===== src/asrs_pkg.sv =====
`timescale 1ns / 1ps

package asrs_pkg;

    localparam int unsigned REGISTER_COUNT = 32;
    localparam int unsigned IDX_W = (REGISTER_COUNT > 1) ? $clog2(REGISTER_COUNT) : 1;
    localparam int unsigned WINDOW_LEN = 5;

    localparam logic [7:0] CODE_WRITE        = 8'h00;
    localparam logic [7:0] CODE_READ         = 8'h01;
    localparam logic [7:0] END_MARK          = 8'hFF;
    localparam logic [7:0] BROADCAST_ADDRESS = 8'h02;
    localparam logic [7:0] ADDRESS_AT_RESET  = 8'hAA;
    localparam logic [8:0] INDEX_LIMIT       = 9'(REGISTER_COUNT);

    typedef struct packed {
        logic             en;
        logic [IDX_W-1:0] idx;
        logic [7:0]       data;
    } asrs_wr_t;

    typedef struct packed {
        logic             in_range;
        logic [IDX_W-1:0] idx;
    } asrs_rd_t;

endpackage


===== src/asrs_regfile.sv =====
`timescale 1ns / 1ps

module asrs_regfile (
    input  logic             aclk,
    input  logic             aresetn,
    input  asrs_pkg::asrs_wr_t wr,
    input  asrs_pkg::asrs_rd_t rd,
    output logic [7:0]       rd_data
);

    logic [7:0] store_reg [asrs_pkg::REGISTER_COUNT];

    always_ff @(posedge aclk) begin
        if (!aresetn) begin
            for (int i = 0; i < int'(asrs_pkg::REGISTER_COUNT); i++) begin
                store_reg[i] <= 8'h00;
            end
        end else if (wr.en) begin
            store_reg[wr.idx] <= wr.data;
        end
    end

    // out of range index reads as zero
    assign rd_data = rd.in_range ? store_reg[rd.idx] : 8'h00;

endmodule


===== src/addressed_serial_register_slave.sv =====
`timescale 1ns / 1ps

// Addressed serial register slave. Each accepted byte enters a five-byte window; when the
// newest byte is 0xFF and the oldest is the write code 0x00 or read code 0x01, the window is a
// packet laid out as code, register index, address, data, end mark. Packets addressed to
// device_address (reset 0xAA) or the broadcast address 0x02 act on a 32-entry register store
// that reset clears: a write stores the data byte, a read returns the stored byte as one
// transaction on the m_axis side. Indexes at or beyond 32 are ignored on write and read as 0.
// The block takes one byte per cycle unless input is held off. A byte is decoded in the cycle
// after it is accepted, between the window register and the reply register, so an end mark
// passes both registers before its reply is valid. Input is held off only when a read reply
// is ready while the previous reply still waits on m_axis_tready. device_address is to be written
// by the user via cfg_wr_en and cfg_wr_data only while the block is idle; the block does not enforce it.
module addressed_serial_register_slave (
    input  logic       aclk,
    input  logic       aresetn,
    input  logic       cfg_wr_en,
    input  logic [7:0] cfg_wr_data,
    input  logic       s_axis_tvalid,
    output logic       s_axis_tready,
    input  logic [7:0] s_axis_tdata,   // [7:0] rx_byte
    output logic       m_axis_tvalid,
    input  logic       m_axis_tready,
    output logic [7:0] m_axis_tdata    // [7:0] reply_byte
);

    logic [7:0] dev_addr_reg;
    logic [7:0] win_reg [asrs_pkg::WINDOW_LEN];
    logic       item_valid_reg;
    logic       item_valid_next;
    logic       m_valid_reg;
    logic       m_valid_next;
    logic [7:0] m_data_reg;
    logic [7:0] m_data_next;

    logic       s_accept;
    logic       addressed;
    logic       packet_hit;
    logic       read_hit;
    logic       write_hit;
    logic       in_range;
    logic       stall;
    logic       reply_load;
    logic [7:0] rd_data;

    asrs_pkg::asrs_wr_t wr;
    asrs_pkg::asrs_rd_t rd;

    // window: [0] code, [1] index, [2] address, [3] data, [4] newest
    assign addressed  = (win_reg[2] == dev_addr_reg) ||
                        (win_reg[2] == asrs_pkg::BROADCAST_ADDRESS);
    assign packet_hit = item_valid_reg && (win_reg[4] == asrs_pkg::END_MARK) && addressed;
    assign read_hit   = packet_hit && (win_reg[0] == asrs_pkg::CODE_READ);
    assign write_hit  = packet_hit && (win_reg[0] == asrs_pkg::CODE_WRITE);
    assign in_range   = {1'b0, win_reg[1]} < asrs_pkg::INDEX_LIMIT;

    assign stall      = read_hit && m_valid_reg && !m_axis_tready;
    assign reply_load = read_hit && !stall;

    assign s_axis_tready = !stall;
    assign s_accept      = s_axis_tvalid && s_axis_tready;

    assign wr.en   = write_hit && in_range;
    assign wr.idx  = win_reg[1][asrs_pkg::IDX_W-1:0];
    assign wr.data = win_reg[3];

    assign rd.in_range = in_range;
    assign rd.idx      = win_reg[1][asrs_pkg::IDX_W-1:0];

    asrs_regfile u_regfile (
        .aclk    (aclk),
        .aresetn (aresetn),
        .wr      (wr),
        .rd      (rd),
        .rd_data (rd_data)
    );

    always_comb begin
        item_valid_next = s_accept ? 1'b1 : stall;
        m_valid_next    = m_valid_reg;
        m_data_next     = m_data_reg;
        if (reply_load) begin
            m_valid_next = 1'b1;
            m_data_next  = rd_data;
        end else if (m_axis_tready) begin
            m_valid_next = 1'b0;
        end
    end

    always_ff @(posedge aclk) begin
        if (!aresetn) begin
            dev_addr_reg   <= asrs_pkg::ADDRESS_AT_RESET;
            item_valid_reg <= 1'b0;
            m_valid_reg    <= 1'b0;
            for (int i = 0; i < int'(asrs_pkg::WINDOW_LEN); i++) begin
                win_reg[i] <= 8'h00;
            end
        end else begin
            if (cfg_wr_en) begin
                dev_addr_reg <= cfg_wr_data;
            end
            item_valid_reg <= item_valid_next;
            m_valid_reg    <= m_valid_next;
            if (s_accept) begin
                for (int i = 0; i < int'(asrs_pkg::WINDOW_LEN) - 1; i++) begin
                    win_reg[i] <= win_reg[i+1];
                end
                win_reg[asrs_pkg::WINDOW_LEN-1] <= s_axis_tdata;
            end
        end
    end

    always_ff @(posedge aclk) begin
        m_data_reg <= m_data_next;
    end

    assign m_axis_tvalid = m_valid_reg;
    assign m_axis_tdata  = m_data_reg;

    // a read that is not held back always shows up as a reply
    a_read_gives_reply: assert property (@(posedge aclk) disable iff (!aresetn)
        reply_load |=> m_axis_tvalid)
        else $error("read packet did not produce a reply");

    // a store write and a reply load never come from the same packet
    a_write_read_exclusive: assert property (@(posedge aclk) disable iff (!aresetn)
        !(wr.en && reply_load))
        else $error("store write and reply load at once");

    // a byte that is not an end mark never creates a reply
    a_no_reply_without_end: assert property (@(posedge aclk) disable iff (!aresetn)
        (item_valid_reg && (win_reg[4] != asrs_pkg::END_MARK) &&
         !(m_valid_reg && !m_axis_tready)) |=> !m_axis_tvalid)
        else $error("reply without end mark");

endmodule

===== config.mk =====
export PLATFORM = sky130hd
export DESIGN_NAME = addressed_serial_register_slave
export DESIGN_NICKNAME = d
export VERILOG_FILES = /design/src/asrs_pkg.sv /design/src/asrs_regfile.sv /design/src/addressed_serial_register_slave.sv
export SDC_FILE = /design/constraint.sdc
export NUM_CORES = 1
export LEC_CHECK = 0
export ABC_AREA = 1
export BUFFER_PORTS_ARGS = -buffer_cell sky130_fd_sc_hd__buf_2
export CORE_AREA = 2 2 242 244
export DETAILED_ROUTE_END_ITERATION = 12
export DIE_AREA = 0 0 244 246
export PLACE_DENSITY = 0.39
export SETUP_SLACK_MARGIN = 0.05
export SLEW_MARGIN = 20
export SYNTH_ARGS = -nofsm -noshare
export SYNTH_HDL_FRONTEND = slang
export SYNTH_HIERARCHICAL = 1
export SYNTH_SLANG_ARGS = --single-unit
export TNS_END_PERCENT = 20

===== constraint.sdc =====
create_clock -name aclk -period 2.7 [get_ports aclk]
set_input_delay 0.54 -clock aclk [delete_from_list [all_inputs] [get_ports aclk]]
set_output_delay 0.54 -clock aclk [all_outputs]
set_load 0.05 [all_outputs]

# After elaboration in Yosys (flattened, before gate mapping)
# Memory sizes are Yosys's and may differ from the RTL's. A register that Yosys moved wholly into a read port is not among the register bits.
# Index checks and enable logic that the tools add are counted.
# word_totals
memories	2
reg_bits	10
mem_bits_rw	296
wordCells	49
# op_classes
bitwise_logic	5
n_lt_le_gt_ge	1
n_reduce_logical	16
n_mux	18
eq_ne	4
# mem_list
name	depth	width	read_ports	rd_ports_with_merged_regs	write_ports	line_no	text
u_regfile.store_reg	32	8	1	1	32	asrs_regfile.sv:11	logic [7:0] store_reg [asrs_pkg::REGISTER_COUNT];
win_reg	5	8	5	0	5	addressed_serial_register_slave.sv:28	logic [7:0] win_reg [asrs_pkg::WINDOW_LEN];
# op_table
op	count
8-bit 2-to-1 mux	6
1-bit 2-to-1 mux	11
1-bit logical AND	9
8-bit by 1-bit equality test with 1-bit output, second input constant	1
8-bit by 2-bit equality test with 1-bit output, second input constant	1
8-bit equality test	1
8-bit equality test, second input constant	1
8-bit logical NOT	1
8-bit by 6-bit less-than comparator with 1-bit output, second input constant	1
8-bit OR reduction	1
5-bit 2-to-1 mux	1
1-bit OR	5
1-bit logical NOT	3
2-bit nonzero test	1
1-bit logical OR	1

# Logic depth before layout (Yosys ltp)
# Gate-level depths: netlist of run 1.
# logic_depth
word_depth	12
mapped_depth	13

# Cells and area by module
# The synthesis of run 1 kept the hierarchy.
# modules_own_cells
mod	area_per_inst_um2	cells_each	seq_area_each_um2	n_inst
asrs_regfile	11828.8	1245	7687.4	1
addressed_serial_register_slave	2433.6	224	1641.6	1

# Worst setup path before layout of run 1
# Ideal clock, no wire load.
# synth_timing
path_kind	register -> register
startpoint	register m_valid_reg (netlist: m_axis_tvalid)
endpoint	memory win_reg[0][0], enable pin
setup_ns	0.531
path_slack_ns	0.029
stages_incl_launch_ff	6
synth_period_minus_slack_ns	2.671
arrival_time_ns	2.140
path_buffers	0
path_cell_list	dfxtp_1 > inv_1 > nor2_1 > nand4_2 > nand2_1 > nand2_1
# synth_lines
item	line_no	text
from (decl)	addressed_serial_register_slave.sv:31	logic m_valid_reg;
from (signal assigned)	addressed_serial_register_slave.sv:103	m_valid_reg <= m_valid_next;
to (decl)	addressed_serial_register_slave.sv:28	

==> run_results.csv, run 1 <==
group,metric,value,unit
run_status,status,"finished, final reports clean",
synth,synth.area.top_cells,"edfxtp_1 (64%), nand2_1 (9.7%), nor2_1 (9.2%)",
grt,grt_overflow_total,0,
sta,period_share,92.1,%
power,seqPwrFrac,48.4,%
grt,antenna_found_initial,0,
clock_tree,cts_sinks,314,
power,power_density,678,mW/mm^2
power,swShare,24.7,%
detailed_routing,drt_iter0_drc,626,
power,p_leak,6.42,nW
synth,synth_area,0.0143,mm^2
setup_path,crit_family,"simple AND/OR/NAND/NOR gates",
synth,synth_edf_count,304,
place,globalplace.congestion,0.789,
detailed_routing,wl_per_cell,18.2,um
synth,ys_types,27,
power,p_sw,2.85,mW
synth,synth.avg_cell_area,9.71,um^2
detailed_routing,drc_errors,0,
detailed_routing,vias,10176,
sta,hold_viol,0,
setup_path,slowest_stage,"edfxtp_1",
power,p_clk_share,43.5,%
synth,ys_top_cells_by_count,"nand2_1 (369), nor2_1 (351), edfxtp_1 (304), nand3_1 (177), inv_1 (66)",
finish,drive_above_1_share,16.1,%
synth,synth_top_flop_cell,"edfxtp_1",
floorplan,row_count,88,
sta,skew,0.0229,ns
grt,grt_start_max_net_pins,70,
floorplan,initial_core_util,24.9,%
clock_tree,htreeDepth,2,
setup_path,worstSetupStartpoint,"win_reg[0][5]",
clock_tree,cts-root-buf,"clkbuf_16",
place,port_buffers,30,
synth,synth_most_common_cell,"nand2_1",
setup_path,r2r_start,"win_reg[2][5]",
finish,largest_reg_flops,256,
clock_tree,cts_buffers,40,
synth,synth.top_cell.area_share,64.0,%
synth,synth.net_count,1490,
grt,grt_pass1_vias,10456,
finish,area_growth,19.2,%
sta,slew-limit-headroom,56.3,%
power,power.internal,8.69,mW
detailed_routing,first_pass_iters,5,
setup_path,crit_required,2.16,ns
clock_tree,clockBufferDepth,3,
floorplan,die_height,246,um
min_path,min_from,"cfg_wr_data[3]",
place,dp_hpwl,26.6,mm
setup_path,arrival,1.95,ns
detailed_routing,wl,42.4,mm
power,comb_power_share,8.1,%
synth,synthCells,1469,
clock_tree,postCtsHoldBufs,0,
detailed_routing,avgViaCountPerCell,4.37,
setup_path,worst-path-buf-inv,1,
synth,synth_async_sr_flop_share,0,%
sta,grt_setup_unrepaired,"true",
min_path,hold_path.class,"in2reg",
synth,yosys.area.top_type,"edfxtp_1",
setup_path,cp_max_fo,4,
finish,diodes,0,
floorplan,fp.dieArea,0.0600,mm^2
sta,final_max_slew_viol_count,0,
clock_tree,clkTransAtPathRegs,0.06,ns
floorplan,die_width,244,um
setup_path,crit_chain,"nor2_1 > nand4_1 > nor3_2 > nand4_2 > buf_2",
setup_path,end_kind,"primary output",
flow_run,cap_violations,0,
grt,grt_pass1_wl,64.2,mm
finish,fin_cells,2326,
detailed_routing,ant_nets,0,
clock_tree,cts_setup_buffers,0,
setup_path,crit_type,"reg2out",
clock_tree,clk_latency,0.56,ns
floorplan,core,0.0574,mm^2
synth,ys_warn_count,6,
sta,setup_viol,0,
synth,synth-seq-cells,314,
synth,synth-seq-area-share,65.4,%
power,ir_drop,351,uV
sta,period_needed,2.49,ns
grt,grt_usage,14.2,%
power,total_power,11.5,mW
finish,n_fill_cell,5950,
finish,layout.nets,1552,
clock_tree,cts_tree,"done",
floorplan,io_pins,31,
setup_path,crit_path_start_kind,"register",
sta,fmax,402,MHz
setup_path,cpPeakStageDelay,0.36,ns
sta,worst_pin_slew,0.655,ns
place,place_inst,2254,
cell families (layout without fill, tap and decap cells):
family | count (synthesis) | count (layout) | synth area share [%]
XOR/XNOR | 5 | 5 | 0.307
AND/OR/NAND/NOR | 961 | 961 | 28.4
buffers and inverters | 156 | 248 | 4.73
flip-flops | 314 | 314 | 65.4
AO/OA/AOI/OAI | 33 | 33 | 1.16
power groups by stage:
| stage | sequential (mW) | combinational [mW] | clock (mW) |
|---|---|---|---|
| 2_1_floorplan | 5.66 | 0.569 | 0 |
| 6_report | 5.58 | 0.933 | 5.02 |
| 3_3_place_gp | 5.68 | 0.937 | 0 |
| 4_1_cts | 5.58 | 0.935 | 5.18 |
| 5_1_grt | 5.60 | 1.03 | 5.36 |
| 3_5_place_dp | 5.68 | 0.932 | 0 |
through the flow:
| step | area [um^2] | setup slack [ns] | setup TNS, ns | utilization [%] | hold WS [ns] |
|---|---|---|---|---|---|
| floorplan | 14300 | 0.289 | 0 | - | 0.448 |
| global placement | 15600 | 0.0297 | 0 | 27.3 | 0.474 |
| detailed placement | 15600 | -0.0222 | -0.261 | 27.3 | 0.475 |
| CTS | 16900 | 0.0523 | 0 | 29.4 | 0.191 |
| global route | 17000 | -0.00513 | -0.00614 | 29.6 | 0.208 |
| finish | 17000 | 0.213 | 0 | 29.6 | 0.219 |
area by class of cell:
cell class	instances	area [um^2]	area share, %
sequential	314	9330	54.9
timing repair buffer	106	841	4.94
tap	765	957	5.63
clock buffer	55	1100	6.46
inverter	70	264	1.55
clock inverter	17	118	0.692
multi-input combinational	999	4400	25.9
routing by layer:
layer	global-route usage [%]	part of all wire, %	vias to the layer above
li1	-	-	4982
met1	19.4	47	4939
met2	23.1	46	195
met3	2.80	4.4	60
met4	3.62	1.8	0
met5	0	0	-
cells in the final DEF, fill, tap and decap left out, types with 2 or more instances in the layout:
| cell type | synthesis | routed |
|---|---|---|
| buf_2 | 34 | 30 |
| inv_6 | 0 | 2 |
| nor2_2 | 10 | 10 |
| a21oi_1 | 6 | 6 |
| buf_12 | 1 | 9 |
| nor3_1 | 9 | 8 |
| clkinv_1 | 2 | 7 |
| inv_2 | 2 | 3 |
| nand3_1 | 177 | 177 |
| buf_4 | 2 | 65 |
| nand4_1 | 3 | 3 |
| clkbuf_8 | 0 | 2 |
| nand2_1 | 369 | 335 |
| xnor2_1 | 5 | 5 |
| clkbuf_1 | 43 | 12 |
| edfxtp_1 | 304 | 304 |
| inv_1 | 66 | 64 |
| nor3_4 | 4 | 4 |
| nand2_2 | 33 | 58 |
| clkinv_2 | 0 | 8 |
| nor2_1 | 351 | 351 |
| clkbuf_16 | 0 | 41 |
| dfxtp_1 | 10 | 10 |
| buf_6 | 3 | 2 |
| nand2_4 | 0 | 9 |
| o21ai_0 | 27 | 27 |
timing repair:
action / in CTS / in global routing
cloned: 0 / 0
endpoints found under the setup margin: 96 / 343
resized for setup: 2 / 45
pin swaps: 0 / 2
path summary, 6_finish.rpt:
kind | to | slack [ns] | depth (start not counted)
worst max-delay path | s_axis_tready | 0.21 | 5
worst min-delay path | dev_addr_reg[3] | 0.22 | 3
worst max register to register | u_regfile/store_reg[12][3] | 0.30 | 14
worst min register to register | dev_addr_reg[5] | 0.47 | 2
worst min-delay path, cell delays in order:
cell and delay, ns:
buf_2 0.08, nand2_1 0.05, nand3_1 0.07
(Power assumes the default switching activity.)
==> run 2: changes to the inputs <==
--- a/config.mk
+++ b/config.mk
@@ -7,14 +7,14 @@
 export LEC_CHECK = 0
 export ABC_AREA = 1
 export BUFFER_PORTS_ARGS = -buffer_cell sky130_fd_sc_hd__buf_2
-export CORE_AREA = 2 2 242 244
+export CORE_AREA = 2 2 252 254
 export DETAILED_ROUTE_END_ITERATION = 12
-export DIE_AREA = 0 0 244 246
-export PLACE_DENSITY = 0.39
+export DIE_AREA = 0 0 254 256
+export GPL_ROUTABILITY_DRIVEN = 1
+export PLACE_DENSITY = 0.38
 export SETUP_SLACK_MARGIN = 0.05
 export SLEW_MARGIN = 20
 export SYNTH_ARGS = -nofsm -noshare
 export SYNTH_HDL_FRONTEND = slang
-export SYNTH_HIERARCHICAL = 1
 export SYNTH_SLANG_ARGS = --single-unit
 export TNS_END_PERCENT = 20
==> run_results.csv, run 2 <==
group,metric,value,unit
run_status,status,"finished, final reports clean",
finish,fin_cells,2153,
setup_path,crit_required,2.16,ns
sta,grt_setup_unrepaired,"false",
power,ir_drop,439,uV
clock_tree,clockBufferDepth,3,
synth,synth_most_common_cell,"edfxtp_1",
synth,synth.top_cell.area_share,59.3,%
floorplan,fp.dieArea,0.0650,mm^2
grt,antenna_found_initial,2,
setup_path,arrival,1.96,ns
synth,synth_area,0.0154,mm^2
sta,final_max_slew_viol_count,0,
finish,mostFrequentLayoutCell,"edfxtp_1",
synth,synth_top_family_by_area,"simple AND/OR/NAND/NOR gates",
synth,synth_async_sr_flop_share,0,%
detailed_routing,drc_errors,0,
place,globalplace.congestion,0.736,
setup_path,cpPeakStageDelay,0.38,ns
detailed_routing,first_pass_iters,5,
synth,synth-seq-area-share,60.6,%
detailed_routing,drt_iter0_drc,799,
sta,timing.hold.ws,0.203,ns
finish,largest_reg_flops,256,
synth,ys_top_cells_by_count,"edfxtp_1 (304), nor3_2 (239), nand2_1 (182), a22oi_1 (128), nor2_1 (73)",
setup_path,crit_cells,5,
clock_tree,htreeDepth,2,
synth,synth.avg_cell_area,12.7,um^2
finish,layout.nets,1300,
synth,synthCells,1211,
setup_path,crit_type,"reg2out",
power,power_density,647,mW/mm^2
synth,synth_edf_count,304,
clock_tree,clkTransAtPathRegs,0.06,ns
clock_tree,cts_sinks,314,
floorplan,die_width,254,um
setup_path,cp_max_fo,10,
clock_tree,cts_tree,"done",
synth,ys_warn_count,0,
finish,area_growth,18.2,%
place,place_inst,2083,
grt,grt_pass1_wl,68.1,mm
synth,synth_top_flop_cell,"edfxtp_1",
synth,synth.net_count,1232,
finish,n_fill_cell,6484,
flow_run,cap_violations,0,
sta,tns,0,ns
grt,grt_overflow_total,0,
floorplan,row_count,92,
grt,grt_start_max_net_pins,73,
synth,synth_xor_area_share,0.284,%
clock_tree,postCtsHoldBufs,0,
min_path,hold_depth,3,
place,dp_hpwl,29.2,mm
sta,period_share,92.4,%
sta,fmax,401,MHz
synth,synthMuxAreaShare,0,%
synth,synth-seq-cells,314,
sta,setup_viol,0,
detailed_routing,ant_nets,0,
place,port_buffers,30,
synth,ys_types,26,
sta,skew,0.0178,ns
grt,grt_pass1_vias,10024,
finish,drive_above_1_share,36.5,%
synth,synth_compound_area_share,7.90,%
setup_path,slowest_stage,"edfxtp_1",
sta,finalWorstSetupSlack,0.205,ns
floorplan,io_pins,31,
sta,period_needed,2.50,ns
setup_path,crit_chain,"nand3_1 > nor4_2 > buf_12 > nand4_4 > buf_2",
finish,layout_common_cells,"edfxtp_1 (304), nor3_2 (239), nand2_1 (181)",
floorplan,initial_core_util,24.7,%
synth,synth.area.top_cells,"edfxtp_1 (59%), nor3_2 (16%), a22oi_1 (6.2%)",
floorplan,die_height,256,um
setup_path,crit_family,"simple AND/OR/NAND/NOR gates",
sta,slew-limit-headroom,51.8,%
setup_path,crit_path_start_kind,"register",
detailed_routing,wl_per_cell,21.1,um
clock_tree,clk_latency,0.56,ns
setup_path,ff2ff_path_depth,10,
synth,yosys.area_share.simple,25.3,%
clock_tree,cts-root-buf,"clkbuf_16",
sta,worst_pin_slew,0.722,ns
setup_path,end_kind,"primary output",
grt,grt_usage,14.2,%
detailed_routing,vias,9719,
detailed_routing,avgViaCountPerCell,4.51,
detailed_routing,wl,45.5,mm
min_path,hold_path.class,"in2reg",
floorplan,core,0.0624,mm^2
place,preCtsSetupSlack,0.337,ns
synth,yosys.area.top_type,"edfxtp_1",
sta,hold_viol,0,
power,p_leak,6.20,nW
finish,diodes,0,
setup_path,worst-path-buf-inv,2,
synth,synthAdderAreaFrac,0,%
clock_tree,cts_buffers,39,
-- run 2: kinds of logic (layout without fill, tap and decap cells) --
kind of cell / Yosys count / after routing
and+or+nand+nor: 543 / 543
AOI/OAI and AO/OA: 179 / 179
buffers and inverters: 170 / 266
DFF: 314 / 314
xor gates and xnor gates: 5 / 5
-- run 2: layout make-up --
type                            instances  area [um^2]  area share [%]
Clock buffer                           57         1110            6.08
Timing Repair Buffer                  143         1170            6.45
Inverter                               54          210            1.15
Clock inverter                         12          129           0.708
Tap cell                              846         1060            5.81
Sequential cell                       314         9330            51.2
Multi-Input combinational cell        727         5200            28.6
-- run 2: worst register-to-register path: stages, from the launching register on --
cell      delay, ns
edfxtp_1       0.41
inv_1          0.09
nand2_1        0.06
nor3_1         0.16
nand4_1        0.16
nand2_4        0.12
buf_4          0.21
buf_4          0.19
nand4_4        0.20
o21ai_0        0.30
buf_4          0.21
-- run 2: metrics by stage --
stage          power (mW)  area [um^2]  utilization [%]
2_1_floorplan        6.24        15400                -
3_3_place_gp         6.71        16900             27.2
5_1_grt              12.2        18200             29.2
4_1_cts              12.0        18200             29.2
6_report             11.8        18200             29.2
3_5_place_dp         6.70        16900             27.2
-- run 2: worst paths after layout --
check	slack [ns]	from	end
worst max register to register	0.30	win_reg[0][16]	u_regfile.store_reg[29][3]
worst min-delay path	0.20	cfg_wr_data[1]	dev_addr_reg[1]
worst max-delay path	0.20	win_reg[0][38]	s_axis_tready
worst min register to register	0.48	dev_addr_reg[3]	dev_addr_reg[3]
-- run 2: layer usage --
metal	up-vias	global-route usage, %	wire length [um]	part of all wire (%)
met2	225	22.3	21100	47
li1	4577	-	-	-
met5	-	0	0	0
met1	4859	20.2	21500	47
met4	0	3.73	994	2.2
met3	58	2.34	1840	4.0
-- run 2: timing repair --
| action | CTS | global route |
|---|---|---|
| endpoints found under the setup margin | 1 | 1 |
| pin swaps | 1 | 1 |
| gates resized for setup | 1 | 2 |
| cloned | 0 | 0 |
| buffers inserted | 1 | 0 |
-- run 2: power breakdown --
part / leakage (nW) / internal (mW) / switching (mW) / total (mW)
combinational: 2.33 / 0.262 / 0.740 / 1.00
clock: 0.602 / 3.11 / 2.07 / 5.18
sequential: 3.26 / 5.51 / 0.0757 / 5.58
total: 6.20 / 8.88 / 2.89 / 11.8
